[config.mk]
export PLATFORM = sky130hd
export DESIGN_NAME = register_allocator_fifo_spill_flat
export DESIGN_NICKNAME = d
export VERILOG_FILES = /design/src/rafs_pkg.sv /design/src/rafs_req_if.sv /design/src/rafs_rsp_if.sv /design/src/register_allocator_fifo_spill.sv /design/src/rafs_pool.sv /design/src/flat_wrapper.sv
export SDC_FILE = /design/constraint.sdc
export NUM_CORES = 2
export LEC_CHECK = 0
export BUFFER_PORTS_ARGS = -buffer_cell sky130_fd_sc_hd__buf_2
export CAP_MARGIN = 20
export CORE_MARGIN = 4
export CORE_UTILIZATION = 60
export CTS_CLUSTER_SIZE = 12
export DETAILED_ROUTE_END_ITERATION = 6
export PLACE_DENSITY = 0.77
export SYNTH_ARGS = -nofsm -noshare
export SYNTH_HDL_FRONTEND = slang
export SYNTH_HIERARCHICAL = 1
export SYNTH_SLANG_ARGS = --single-unit
[constraint.sdc]
create_clock -name clk -period 21.8 [get_ports clk]
set_input_delay 3.27 -clock clk [delete_from_list [all_inputs] [get_ports clk]]
set_output_delay 3.27 -clock clk [all_outputs]
set_load 0.01 [all_outputs]
[src/rafs_pkg.sv]
// Shared definitions for the register allocator with FIFO spill.
// Holds operation codes, field widths and the pool control and status structs.
// No dependencies.
`default_nettype none

package rafs_pkg;

	// Default sizing of a register pool and of the stored variable identifier.
	localparam int NUM_REGS_DEF    = 32;
	localparam int VAR_ID_BITS_DEF = 16;

	// Fixed widths of the channel fields.
	localparam int OP_W   = 2;
	localparam int VAR_W  = 16;
	localparam int REG_W  = 5;
	localparam int MASK_W = 32;

	typedef enum logic [OP_W-1:0] {
		OP_ALLOC    = 2'd0,
		OP_RESERVE  = 2'd1,
		OP_FREE_VAR = 2'd2,
		OP_FREE_REG = 2'd3
	} op_t;

	// Update command for one pool, applied at the clock edge.
	typedef struct packed {
		logic rm_var;    // remove the owner entry that matches the query variable
		logic rm_reg;    // remove the owner entry that matches the query register
		logic rm_head;   // remove the oldest owner entry
		logic append;    // append (query variable, target register) as the newest owner
		logic busy_clr;  // clear the busy bit of the target register
		logic busy_set;  // set the busy and used bits of the target register
	} pool_cmd_t;

	// Lookup status of one pool.
	typedef struct packed {
		logic var_hit;   // the query variable owns a register in this pool
		logic has_owner; // the owner list is not empty
	} pool_stat_t;

endpackage

`default_nettype wire

[src/rafs_req_if.sv]
// Request channel of the register allocator: valid/ready handshake plus request fields.
// Depends on rafs_pkg for the field widths.
`default_nettype none

interface rafs_req_if;
	logic                        valid;
	logic                        ready;
	logic [rafs_pkg::OP_W-1:0]   op;
	logic                        reg_class;
	logic                        has_var;
	logic [rafs_pkg::VAR_W-1:0]  var_id;
	logic                        want_valid;
	logic [rafs_pkg::REG_W-1:0]  want_reg;

	modport source (
		output valid, op, reg_class, has_var, var_id, want_valid, want_reg,
		input  ready
	);
	modport sink (
		input  valid, op, reg_class, has_var, var_id, want_valid, want_reg,
		output ready
	);
endinterface

`default_nettype wire

[src/rafs_rsp_if.sv]
// Response channel of the register allocator: valid/ready handshake plus result fields.
// Depends on rafs_pkg for the field widths.
`default_nettype none

interface rafs_rsp_if;
	logic                         valid;
	logic                         ready;
	logic [rafs_pkg::REG_W-1:0]   reg_res;
	logic                         reg_valid;
	logic                         already_held;
	logic                         spilled;
	logic [rafs_pkg::VAR_W-1:0]   spilled_var;
	logic                         error;
	logic [rafs_pkg::MASK_W-1:0]  used_mask;

	modport source (
		output valid, reg_res, reg_valid, already_held, spilled, spilled_var, error,
		       used_mask,
		input  ready
	);
	modport sink (
		input  valid, reg_res, reg_valid, already_held, spilled, spilled_var, error,
		       used_mask,
		output ready
	);
endinterface

`default_nettype wire

[src/register_allocator_fifo_spill.sv]
// Register allocator with FIFO spill: top level with the request and response stages.
// Depends on rafs_pkg, rafs_req_if, rafs_rsp_if and rafs_pool.
//
// Two register pools (integer and floating point) hand out registers to variables.
// A request passes through the request register and then the response register, from
// which its response transfers. One request is taken every clock cycle unless the
// response channel stalls.
// That rate is set by the combinational path from the request register through the
// owner match of both pools, the lowest-free priority encoder and the owner list
// compaction into the pool state, so each request sees every earlier one. A request
// moves on while its response register is empty or being drained in the same cycle.
// Reset empties both pools at once; there is no clearing pass.
`default_nettype none

module register_allocator_fifo_spill #(
	parameter int NUM_REGS    = rafs_pkg::NUM_REGS_DEF,
	parameter int VAR_ID_BITS = rafs_pkg::VAR_ID_BITS_DEF
) (
	input wire logic   clk,
	input wire logic   arst_n,
	rafs_req_if.sink   req,
	rafs_rsp_if.source rsp
);

	localparam int RW    = $clog2(NUM_REGS);
	localparam int VarW  = rafs_pkg::VAR_W;
	localparam int RegW  = rafs_pkg::REG_W;
	localparam int MaskW = rafs_pkg::MASK_W;

	// Request stage.
	logic                   v_s1;
	rafs_pkg::op_t          op_s1;
	logic                   cls_s1, hv_s1, wv_s1;
	logic [VAR_ID_BITS-1:0] var_s1;
	logic [RegW-1:0]        want_s1;

	// Response stage.
	logic             rsp_valid_q;
	logic [RegW-1:0]  reg_res_q;
	logic             reg_valid_q, held_q, spilled_q, error_q;
	logic [VarW-1:0]  spilled_var_q;
	logic [MaskW-1:0] used_mask_q;

	logic req_xfer, adv;

	// Pool interface.
	rafs_pkg::pool_cmd_t  cmd_sel;
	rafs_pkg::pool_cmd_t  cmd      [2];
	rafs_pkg::pool_stat_t stat     [2];
	logic [NUM_REGS-1:0]  busy     [2];
	logic [NUM_REGS-1:0]  used_nxt [2];
	logic [RW-1:0]        var_reg  [2];
	logic [RW-1:0]        head_reg [2];
	logic [VAR_ID_BITS-1:0] head_var [2];
	logic [RW-1:0]        tgt;

	// Decision signals.
	logic                   want_ok, want_free, any_free, held, evict, err;
	logic [RW-1:0]          want_idx, low_idx, regno, held_reg, grant;
	logic [NUM_REGS-1:0]    sb;
	rafs_pkg::pool_stat_t   ss;
	logic [RegW-1:0]        res_reg;
	logic                   res_valid, res_held, res_spilled, res_err;

	assign adv      = v_s1 && (!rsp_valid_q || rsp.ready);
	assign req.ready = !v_s1 || adv;
	assign req_xfer = req.valid && req.ready;

	always_ff @(posedge clk or negedge arst_n) begin
		if (!arst_n) begin
			v_s1 <= 1'b0;
		end else begin
			v_s1 <= req_xfer || (v_s1 && !adv);
		end
	end

	always_ff @(posedge clk) begin
		if (req_xfer) begin
			op_s1   <= rafs_pkg::op_t'(req.op);
			cls_s1  <= req.reg_class;
			hv_s1   <= req.has_var;
			var_s1  <= VAR_ID_BITS'(req.var_id);
			wv_s1   <= req.want_valid;
			want_s1 <= req.want_reg;
		end
	end

	for (genvar c = 0; c < 2; c++) begin : g_pool
		assign cmd[c] = (adv && cls_s1 == 1'(c)) ? cmd_sel : '0;

		rafs_pool #(
			.NUM_REGS    (NUM_REGS),
			.VAR_ID_BITS (VAR_ID_BITS)
		) u_pool (
			.clk      (clk),
			.arst_n   (arst_n),
			.qvar     (var_s1),
			.qreg     (want_idx),
			.tgt      (tgt),
			.cmd      (cmd[c]),
			.busy     (busy[c]),
			.used_nxt (used_nxt[c]),
			.stat     (stat[c]),
			.var_reg  (var_reg[c]),
			.head_reg (head_reg[c]),
			.head_var (head_var[c])
		);
	end

	assign sb       = busy[cls_s1];
	assign ss       = stat[cls_s1];
	assign want_ok  = 32'(want_s1) < NUM_REGS;
	assign want_idx = RW'(want_s1);

	// A variable found in either pool keeps its register; the integer pool is checked first.
	assign held     = hv_s1 && (stat[0].var_hit || stat[1].var_hit);
	assign held_reg = stat[0].var_hit ? var_reg[0] : var_reg[1];

	always_comb begin
		low_idx = '0;
		for (int k = NUM_REGS - 1; k >= 0; k--) begin
			if (!sb[k]) begin
				low_idx = RW'(k);
			end
		end
	end

	assign any_free  = !(&sb);
	assign want_free = wv_s1 && want_ok && !sb[want_idx];
	assign regno     = want_free ? want_idx : low_idx;
	assign evict     = !any_free && ss.has_owner;
	assign err       = !any_free && !ss.has_owner;
	assign grant     = held ? held_reg : (any_free ? regno : head_reg[cls_s1]);

	always_comb begin
		cmd_sel     = '0;
		tgt         = want_idx;
		res_reg     = '0;
		res_valid   = 1'b0;
		res_held    = 1'b0;
		res_spilled = 1'b0;
		res_err     = 1'b0;
		unique case (op_s1)
			rafs_pkg::OP_ALLOC: begin
				if (held) begin
					res_reg   = RegW'(grant);
					res_valid = 1'b1;
					res_held  = 1'b1;
				end else if (err) begin
					res_err = 1'b1;
				end else begin
					// An evicted register stays busy and passes to the new owner.
					cmd_sel.busy_set = any_free;
					cmd_sel.rm_head  = !any_free;
					cmd_sel.append   = hv_s1;
					tgt              = grant;
					res_reg          = RegW'(grant);
					res_valid        = 1'b1;
					res_spilled      = evict;
				end
			end
			rafs_pkg::OP_RESERVE: begin
				if (want_ok) begin
					cmd_sel.rm_reg   = sb[want_idx];
					cmd_sel.busy_set = 1'b1;
				end
			end
			rafs_pkg::OP_FREE_VAR: begin
				if (hv_s1 && ss.var_hit) begin
					cmd_sel.rm_var   = 1'b1;
					cmd_sel.busy_clr = 1'b1;
					tgt              = var_reg[cls_s1];
				end
			end
			rafs_pkg::OP_FREE_REG: begin
				if (want_ok) begin
					cmd_sel.rm_reg   = 1'b1;
					cmd_sel.busy_clr = 1'b1;
				end
			end
			default: begin
				cmd_sel = '0;
			end
		endcase
	end

	always_ff @(posedge clk or negedge arst_n) begin
		if (!arst_n) begin
			rsp_valid_q <= 1'b0;
		end else begin
			rsp_valid_q <= adv || (rsp_valid_q && !rsp.ready);
		end
	end

	always_ff @(posedge clk) begin
		if (adv) begin
			reg_res_q     <= res_reg;
			reg_valid_q   <= res_valid;
			held_q        <= res_held;
			spilled_q     <= res_spilled;
			spilled_var_q <= res_spilled ? VarW'(head_var[cls_s1]) : '0;
			error_q       <= res_err;
			used_mask_q   <= MaskW'(used_nxt[cls_s1]);
		end
	end

	assign rsp.valid        = rsp_valid_q;
	assign rsp.reg_res      = reg_res_q;
	assign rsp.reg_valid    = reg_valid_q;
	assign rsp.already_held = held_q;
	assign rsp.spilled      = spilled_q;
	assign rsp.spilled_var  = spilled_var_q;
	assign rsp.error        = error_q;
	assign rsp.used_mask    = used_mask_q;

endmodule

`default_nettype wire

[src/rafs_pool.sv]
// One register pool: busy and used masks plus the age-ordered owner list.
// Matches owners by variable and by register, compacts on removal, appends at the tail.
// Depends on rafs_pkg for the command and status structs.
`default_nettype none

module rafs_pool #(
	parameter int NUM_REGS    = rafs_pkg::NUM_REGS_DEF,
	parameter int VAR_ID_BITS = rafs_pkg::VAR_ID_BITS_DEF
) (
	input  wire logic                     clk,
	input  wire logic                     arst_n,
	input  wire logic [VAR_ID_BITS-1:0]   qvar,
	input  wire logic [$clog2(NUM_REGS)-1:0] qreg,
	input  wire logic [$clog2(NUM_REGS)-1:0] tgt,
	input  wire rafs_pkg::pool_cmd_t      cmd,
	output logic [NUM_REGS-1:0]           busy,
	output logic [NUM_REGS-1:0]           used_nxt,
	output rafs_pkg::pool_stat_t          stat,
	output logic [$clog2(NUM_REGS)-1:0]   var_reg,
	output logic [$clog2(NUM_REGS)-1:0]   head_reg,
	output logic [VAR_ID_BITS-1:0]        head_var
);

	localparam int RW = $clog2(NUM_REGS);
	localparam int CW = $clog2(NUM_REGS + 1);

	logic [NUM_REGS-1:0]    busy_q, used_q;
	logic [CW-1:0]          count_q;
	logic [VAR_ID_BITS-1:0] own_var_q [NUM_REGS];
	logic [RW-1:0]          own_reg_q [NUM_REGS];
	logic [VAR_ID_BITS-1:0] own_var_nxt [NUM_REGS];
	logic [RW-1:0]          own_reg_nxt [NUM_REGS];

	logic          var_hit, reg_hit;
	logic [RW-1:0] var_pos, reg_pos, rm_pos;
	logic          rm_any, app_ok;
	logic [CW-1:0] count_mid;
	logic [NUM_REGS-1:0] tmask;

	// Owner lookups: the oldest matching live entry wins.
	always_comb begin
		var_hit = 1'b0;
		var_pos = '0;
		reg_hit = 1'b0;
		reg_pos = '0;
		for (int i = NUM_REGS - 1; i >= 0; i--) begin
			if (CW'(i) < count_q && own_var_q[i] == qvar) begin
				var_hit = 1'b1;
				var_pos = RW'(i);
			end
			if (CW'(i) < count_q && own_reg_q[i] == qreg) begin
				reg_hit = 1'b1;
				reg_pos = RW'(i);
			end
		end
	end

	always_comb begin
		rm_pos = '0;
		if (cmd.rm_var) begin
			rm_pos = var_pos;
		end else if (cmd.rm_reg) begin
			rm_pos = reg_pos;
		end
		rm_any = (cmd.rm_var && var_hit) || (cmd.rm_reg && reg_hit)
			|| (cmd.rm_head && count_q != '0);
		count_mid = count_q - CW'(rm_any);
		app_ok = cmd.append && (count_mid < CW'(NUM_REGS));
	end

	// Each entry either keeps its value, takes its younger neighbor when it or an older
	// entry is removed, or receives the appended owner at the new tail.
	for (genvar g = 0; g < NUM_REGS; g++) begin : g_entry
		logic [VAR_ID_BITS-1:0] up_var;
		logic [RW-1:0]          up_reg;
		if (g < NUM_REGS - 1) begin : g_mid
			assign up_var = own_var_q[g+1];
			assign up_reg = own_reg_q[g+1];
		end else begin : g_last
			assign up_var = own_var_q[g];
			assign up_reg = own_reg_q[g];
		end

		always_comb begin
			own_var_nxt[g] = own_var_q[g];
			own_reg_nxt[g] = own_reg_q[g];
			if (rm_any && RW'(g) >= rm_pos) begin
				own_var_nxt[g] = up_var;
				own_reg_nxt[g] = up_reg;
			end
			if (app_ok && CW'(g) == count_mid) begin
				own_var_nxt[g] = qvar;
				own_reg_nxt[g] = tgt;
			end
		end
	end

	assign tmask    = NUM_REGS'(1) << tgt;
	assign used_nxt = used_q | (cmd.busy_set ? tmask : '0);

	always_ff @(posedge clk or negedge arst_n) begin
		if (!arst_n) begin
			busy_q  <= '0;
			used_q  <= '0;
			count_q <= '0;
		end else begin
			busy_q  <= (busy_q & ~(cmd.busy_clr ? tmask : '0)) | (cmd.busy_set ? tmask : '0);
			used_q  <= used_nxt;
			count_q <= count_mid + CW'(app_ok);
		end
	end

	always_ff @(posedge clk) begin
		for (int i = 0; i < NUM_REGS; i++) begin
			own_var_q[i] <= own_var_nxt[i];
			own_reg_q[i] <= own_reg_nxt[i];
		end
	end

	assign busy           = busy_q;
	assign stat.var_hit   = var_hit;
	assign stat.has_owner = (count_q != '0);
	assign var_reg        = own_reg_q[var_pos];
	assign head_reg       = own_reg_q[0];
	assign head_var       = own_var_q[0];

endmodule

`default_nettype wire
[src/flat_wrapper.sv]
// flat-port wrapper written by rule: the top's interface ports become plain ports
module register_allocator_fifo_spill_flat 
#(
	parameter int NUM_REGS    = rafs_pkg::NUM_REGS_DEF,
	parameter int VAR_ID_BITS = rafs_pkg::VAR_ID_BITS_DEF
)
  (clk, arst_n, req_valid, req_op, req_reg_class, req_has_var, req_var_id, req_want_valid, req_want_reg, req_ready, rsp_valid, rsp_reg_res, rsp_reg_valid, rsp_already_held, rsp_spilled, rsp_spilled_var, rsp_error, rsp_used_mask, rsp_ready);
  rafs_req_if req_i ();
  rafs_rsp_if rsp_i ();
  input wire logic clk;
  input wire logic arst_n;
  input wire logic [$bits(req_i.valid)-1:0] req_valid;
  input wire logic [$bits(req_i.op)-1:0] req_op;
  input wire logic [$bits(req_i.reg_class)-1:0] req_reg_class;
  input wire logic [$bits(req_i.has_var)-1:0] req_has_var;
  input wire logic [$bits(req_i.var_id)-1:0] req_var_id;
  input wire logic [$bits(req_i.want_valid)-1:0] req_want_valid;
  input wire logic [$bits(req_i.want_reg)-1:0] req_want_reg;
  output wire logic [$bits(req_i.ready)-1:0] req_ready;
  output wire logic [$bits(rsp_i.valid)-1:0] rsp_valid;
  output wire logic [$bits(rsp_i.reg_res)-1:0] rsp_reg_res;
  output wire logic [$bits(rsp_i.reg_valid)-1:0] rsp_reg_valid;
  output wire logic [$bits(rsp_i.already_held)-1:0] rsp_already_held;
  output wire logic [$bits(rsp_i.spilled)-1:0] rsp_spilled;
  output wire logic [$bits(rsp_i.spilled_var)-1:0] rsp_spilled_var;
  output wire logic [$bits(rsp_i.error)-1:0] rsp_error;
  output wire logic [$bits(rsp_i.used_mask)-1:0] rsp_used_mask;
  input wire logic [$bits(rsp_i.ready)-1:0] rsp_ready;
  assign req_i.valid = req_valid;
  assign req_i.op = req_op;
  assign req_i.reg_class = req_reg_class;
  assign req_i.has_var = req_has_var;
  assign req_i.var_id = req_var_id;
  assign req_i.want_valid = req_want_valid;
  assign req_i.want_reg = req_want_reg;
  assign req_ready = req_i.ready;
  assign rsp_valid = rsp_i.valid;
  assign rsp_reg_res = rsp_i.reg_res;
  assign rsp_reg_valid = rsp_i.reg_valid;
  assign rsp_already_held = rsp_i.already_held;
  assign rsp_spilled = rsp_i.spilled;
  assign rsp_spilled_var = rsp_i.spilled_var;
  assign rsp_error = rsp_i.error;
  assign rsp_used_mask = rsp_i.used_mask;
  assign rsp_i.ready = rsp_ready;
  register_allocator_fifo_spill #(.NUM_REGS(NUM_REGS), .VAR_ID_BITS(VAR_ID_BITS)) u_core (.clk(clk), .arst_n(arst_n), .req(req_i), .rsp(rsp_i));
endmodule
==> flow_metrics.env <==
export IMPL_track_usage_pct=33.3
export IMPL_combinational_family_with_the_most_area_after_synthesis="multiplexers"
export IMPL_floorplan_die_width_um=403
export IMPL_final_setup_viol_count=0
export IMPL_yosys_area_share_xor_xnor_pct=12.8
export IMPL_synth_flop_cell="sky130_fd_sc_hd__edfxtp_1"
export IMPL_ff_latch_area_mm2=0.0464
export IMPL_timing_hold_violations_final=0
export IMPL_synth_area_mux_share_pct=18.1
export IMPL_synth_simple_gate_area_share_pct=10.9
export IMPL_numCtsBuffers=170
export IMPL_netlist_cell_types=126
export IMPL_worst_endpoint_required_ns=22.20
export IMPL_non_filler_instances=9681
export IMPL_placeableCoreArea_mm2=0.155
export IMPL_leakage_power_nw=34.6
export IMPL_via_count_of_the_first_global_routing_pass=64413
export IMPL_post_route_cells_drive_above_1_share_pct=26.9
export IMPL_synthesized_net_count=7617
export IMPL_grt_first_pass_wirelength_um=414000
export IMPL_finished_layout_cell_area_mm2=0.102
export IMPL_start_kind="flip-flop"
export IMPL_portBuffers=88
export IMPL_overflow=0
export IMPL_post_cts_resized=0
export IMPL_hold_buffers=0
export IMPL_detailed_router_s_first_iteration_violation_count=8120
export IMPL_area_growth_synth_to_final_pct=8.52
export IMPL_dp_cells=9344
export IMPL_slew_limit_headroom_pct=23.4
export IMPL_cts_reportedPaths_clkPinSlew_ns=0.06
export IMPL_fin_crit_ns=11.29
export IMPL_floorplan_die_area_mm2=0.163
export IMPL_post_route_period_util_pct=51.8
export IMPL_achievable_frequency_mhz=88.6
export IMPL_synth_ff_latch_count=1569
export IMPL_synth_yosys_seq_area_share_pct=49.5
export IMPL_chipHeight_um=403
export IMPL_detail_route_antenna_nets=0
export IMPL_postSynthAreaPerCell_um2=12.4
export IMPL_cts_max_path_buffers=3
export IMPL_critical_path_max_stage_delay_ns=0.94
export IMPL_cts_root_buffer="sky130_fd_sc_hd__clkbuf_16"
export IMPL_combined_area_of_the_multi_input_logic_cells_mm2=0.0445
export IMPL_worst_endpoint_arrival_ns=11.69
export IMPL_htree_num_levels=4
export IMPL_status="finished, violations left"
export IMPL_grt_start_max_net_pins=100
export IMPL_max_slew_worst_pin_slew_ns=1.15
export IMPL_cts_tree="yes"
export IMPL_dpl_cell_area_mm2=0.0958
export IMPL_mostFrequentLayoutCell="sky130_fd_sc_hd__edfxtp_1"
export IMPL_start_util_pct=60.6
export IMPL_post_cts_repair_setup_buffers=0
export IMPL_timing_clock_skew_ns=0.0514
export IMPL_final_fill_count=11258
export IMPL_final_max_slew_viol_count=0
export IMPL_most_common_layout_cells="sky130_fd_sc_hd__edfxtp_1, sky130_fd_sc_hd__mux2_2, sky130_fd_sc_hd__xor2_1"
export IMPL_drcViolationCount=3
export IMPL_gp_routability_congestion=1.03
export IMPL_vias=65160
export IMPL_place_hpwl_um=194000
export IMPL_crit_type="reg -> reg"
export IMPL_tritoncts_num_sinks=1569
export IMPL_io_pins=89
export IMPL_number_of_warning_messages_in_the_yosys_log=6
export IMPL_antenna_found_initial=4
export IMPL_final_net_count=7540
export IMPL_drtPass1Iterations=7
export IMPL_synth_fa_ha_area_share_pct=0.107
export IMPL_drt_wirelength_per_cell_um=28.7
export IMPL_mappedNetlistArea_mm2=0.0937
export IMPL_synth_compound_area_share_pct=5.12
export IMPL_route_final_wire_length_um=278000
export IMPL_p_per_cell_area_mw_per_mm2=74.7
export IMPL_min_delay_path_class="reg -> reg"
export IMPL_critical_path_peak_fanout=46
export IMPL_syn_inst=7579
export IMPL_synthArstFlopShare_pct=9.05
export IMPL_core_rowCount=144
export IMPL_max_cap_viol_count=0
export IMPL_power_ir_vdd_worst_uv=87.5
export IMPL_rsz0062_at_grt="no"
export IMPL_detail_route_vias_per_cell=6.73
export IMPL_fin_tns_setup_ns=0
export IMPL_clkLatencyLatePin_ns=0.82
export IMPL_failed_checks="DRC"
export IMPL_crit_slowest_cell="sky130_fd_sc_hd__a32oi_2"
export IMPL_worstSetupEndpointType="flip-flop"
export IMPL_crit_path_frequent_cell="sky130_fd_sc_hd__nand2_1"
export IMPL_synth_enable_flop_cells=1427
-- final timing paths --
path	startpoint	to	slack (ns)	cells after the start
hold / removal	u_core/g_pool[1].u_pool/used_q[9]	u_core/g_pool[1].u_pool/used_q[9]	0.46	1
setup reg to reg	u_core/var_s1[3]	u_core/g_pool[1].u_pool/own_var_q[1][69]	10.51	28
min in group asynchronous	arst_n	u_core/g_pool[0].u_pool/used_q[20]	2.48	1
setup / recovery	u_core/var_s1[3]	u_core/g_pool[1].u_pool/own_var_q[1][69]	10.51	28
hold reg to reg	u_core/g_pool[1].u_pool/used_q[9]	u_core/g_pool[1].u_pool/used_q[9]	0.46	1
max in group asynchronous	arst_n	u_core/g_pool[1].u_pool/count_q[1]	18.10	3
-- flip-flops by register name, indices dropped and copies added, names as in the netlist, 12 cells and up --
name and flops:
u_core/g_pool.u_pool/count_q 12, u_core/g_pool.u_pool/busy 64, u_core/var_s1 16, u_core/g_pool.u_pool/used_q 64, u_core/rsp.spilled_var 16, u_core/g_pool.u_pool/own_reg_q 320, u_core/g_pool.u_pool/own_var_q 1024, u_core/rsp.used_mask 32
-- per-layer routing --
metal	routed length [µm]	vias to the layer above	global-route usage (%)	part of all wire (%)
met5	17	-	0	0.0061
met4	11600	2	12.4	4.2
met3	29300	701	7.09	11
met2	125000	3898	51.8	45
met1	112000	32434	46.4	40
li1	-	28125	-	-
-- cells by family (layout without fill, tap and decap cells) --
kind of cell,Yosys count,count (layout)
adder cells (fa/ha/maj),8,8
flip-flops,1569,1569
XOR/XNOR,1372,1372
other,0,2
AO/OA/AOI/OAI,679,679
AND/OR/NAND/NOR,1819,1819
buffers and inverters,606,662
multiplexers,1526,1526
-- critical path: cells and delay by family (launching register included) --
family                     cells  cell delay (ns)
AOI/OAI and AO/OA              5             1.89
xor gates and xnor gates       2             0.51
adders and majority gates      1             0.22
buffers and inverters          4             2.20
DFF                            1             0.32
and+or+nand+nor               16             5.55
-- synthesized netlist by cell type, drive strengths merged, types with 31 or more instances --
library cell / n / share of area [%]
nand3: 159 / 0.86
dfrtp: 142 / 3.8
nand3b: 34 / 0.32
o22ai: 37 / 0.27
a21oi: 101 / 0.56
nand2b: 83 / 0.55
or2: 32 / 0.21
mux2: 1349 / 16
clkbuf: 213 / 0.85
nand2: 320 / 1.3
nand4: 197 / 1.3
inv: 65 / 0.26
o21ai: 172 / 0.92
buf: 327 / 2.3
nor3: 126 / 0.68
edfxtp: 1427 / 46
a22oi: 31 / 0.28
mux2i: 177 / 1.9
and2: 48 / 0.32
xor2: 763 / 7.1
xnor2: 609 / 5.7
nor4: 270 / 1.9
nor2: 275 / 1.1
or4: 41 / 0.33
nand4b: 37 / 0.35
o21bai: 32 / 0.26
-- metrics by stage --
stage / total power [mW] / util (%) / worst slack [ns] / hold WS [ns]
finish: 7.59 / 65.8 / 10.51 / 0.455
global route: 7.82 / 65.8 / 10.05 / 0.472
CTS: 7.58 / 65.5 / 10.82 / 0.459
detailed placement: 4.75 / 62.0 / 10.86 / 0.444
global placement: 4.73 / 61.7 / 11.03 / 0.433
floorplan: 4.34 / - / 12.70 / 0.420
-- power breakdown --
part / internal, mW / total [mW] / switching [mW]
clock network: 1.62 / 2.84 / 1.22
registers: 3.46 / 3.61 / 0.150
logic: 0.367 / 1.14 / 0.778
total: 5.45 / 7.59 / 2.15
-- final cells by class --
cell class | instances | area share [%]
Antenna cell | 2 | 0.00492
Clock buffer | 243 | 4.68
Clock inverter | 62 | 0.646
Inverter | 66 | 0.244
Multi-Input combinational cell | 5404 | 43.8
Sequential cell | 1569 | 45.6
Tap cell | 2044 | 2.52
Timing Repair Buffer | 291 | 2.47
Power figures use the tool's default switching activity.
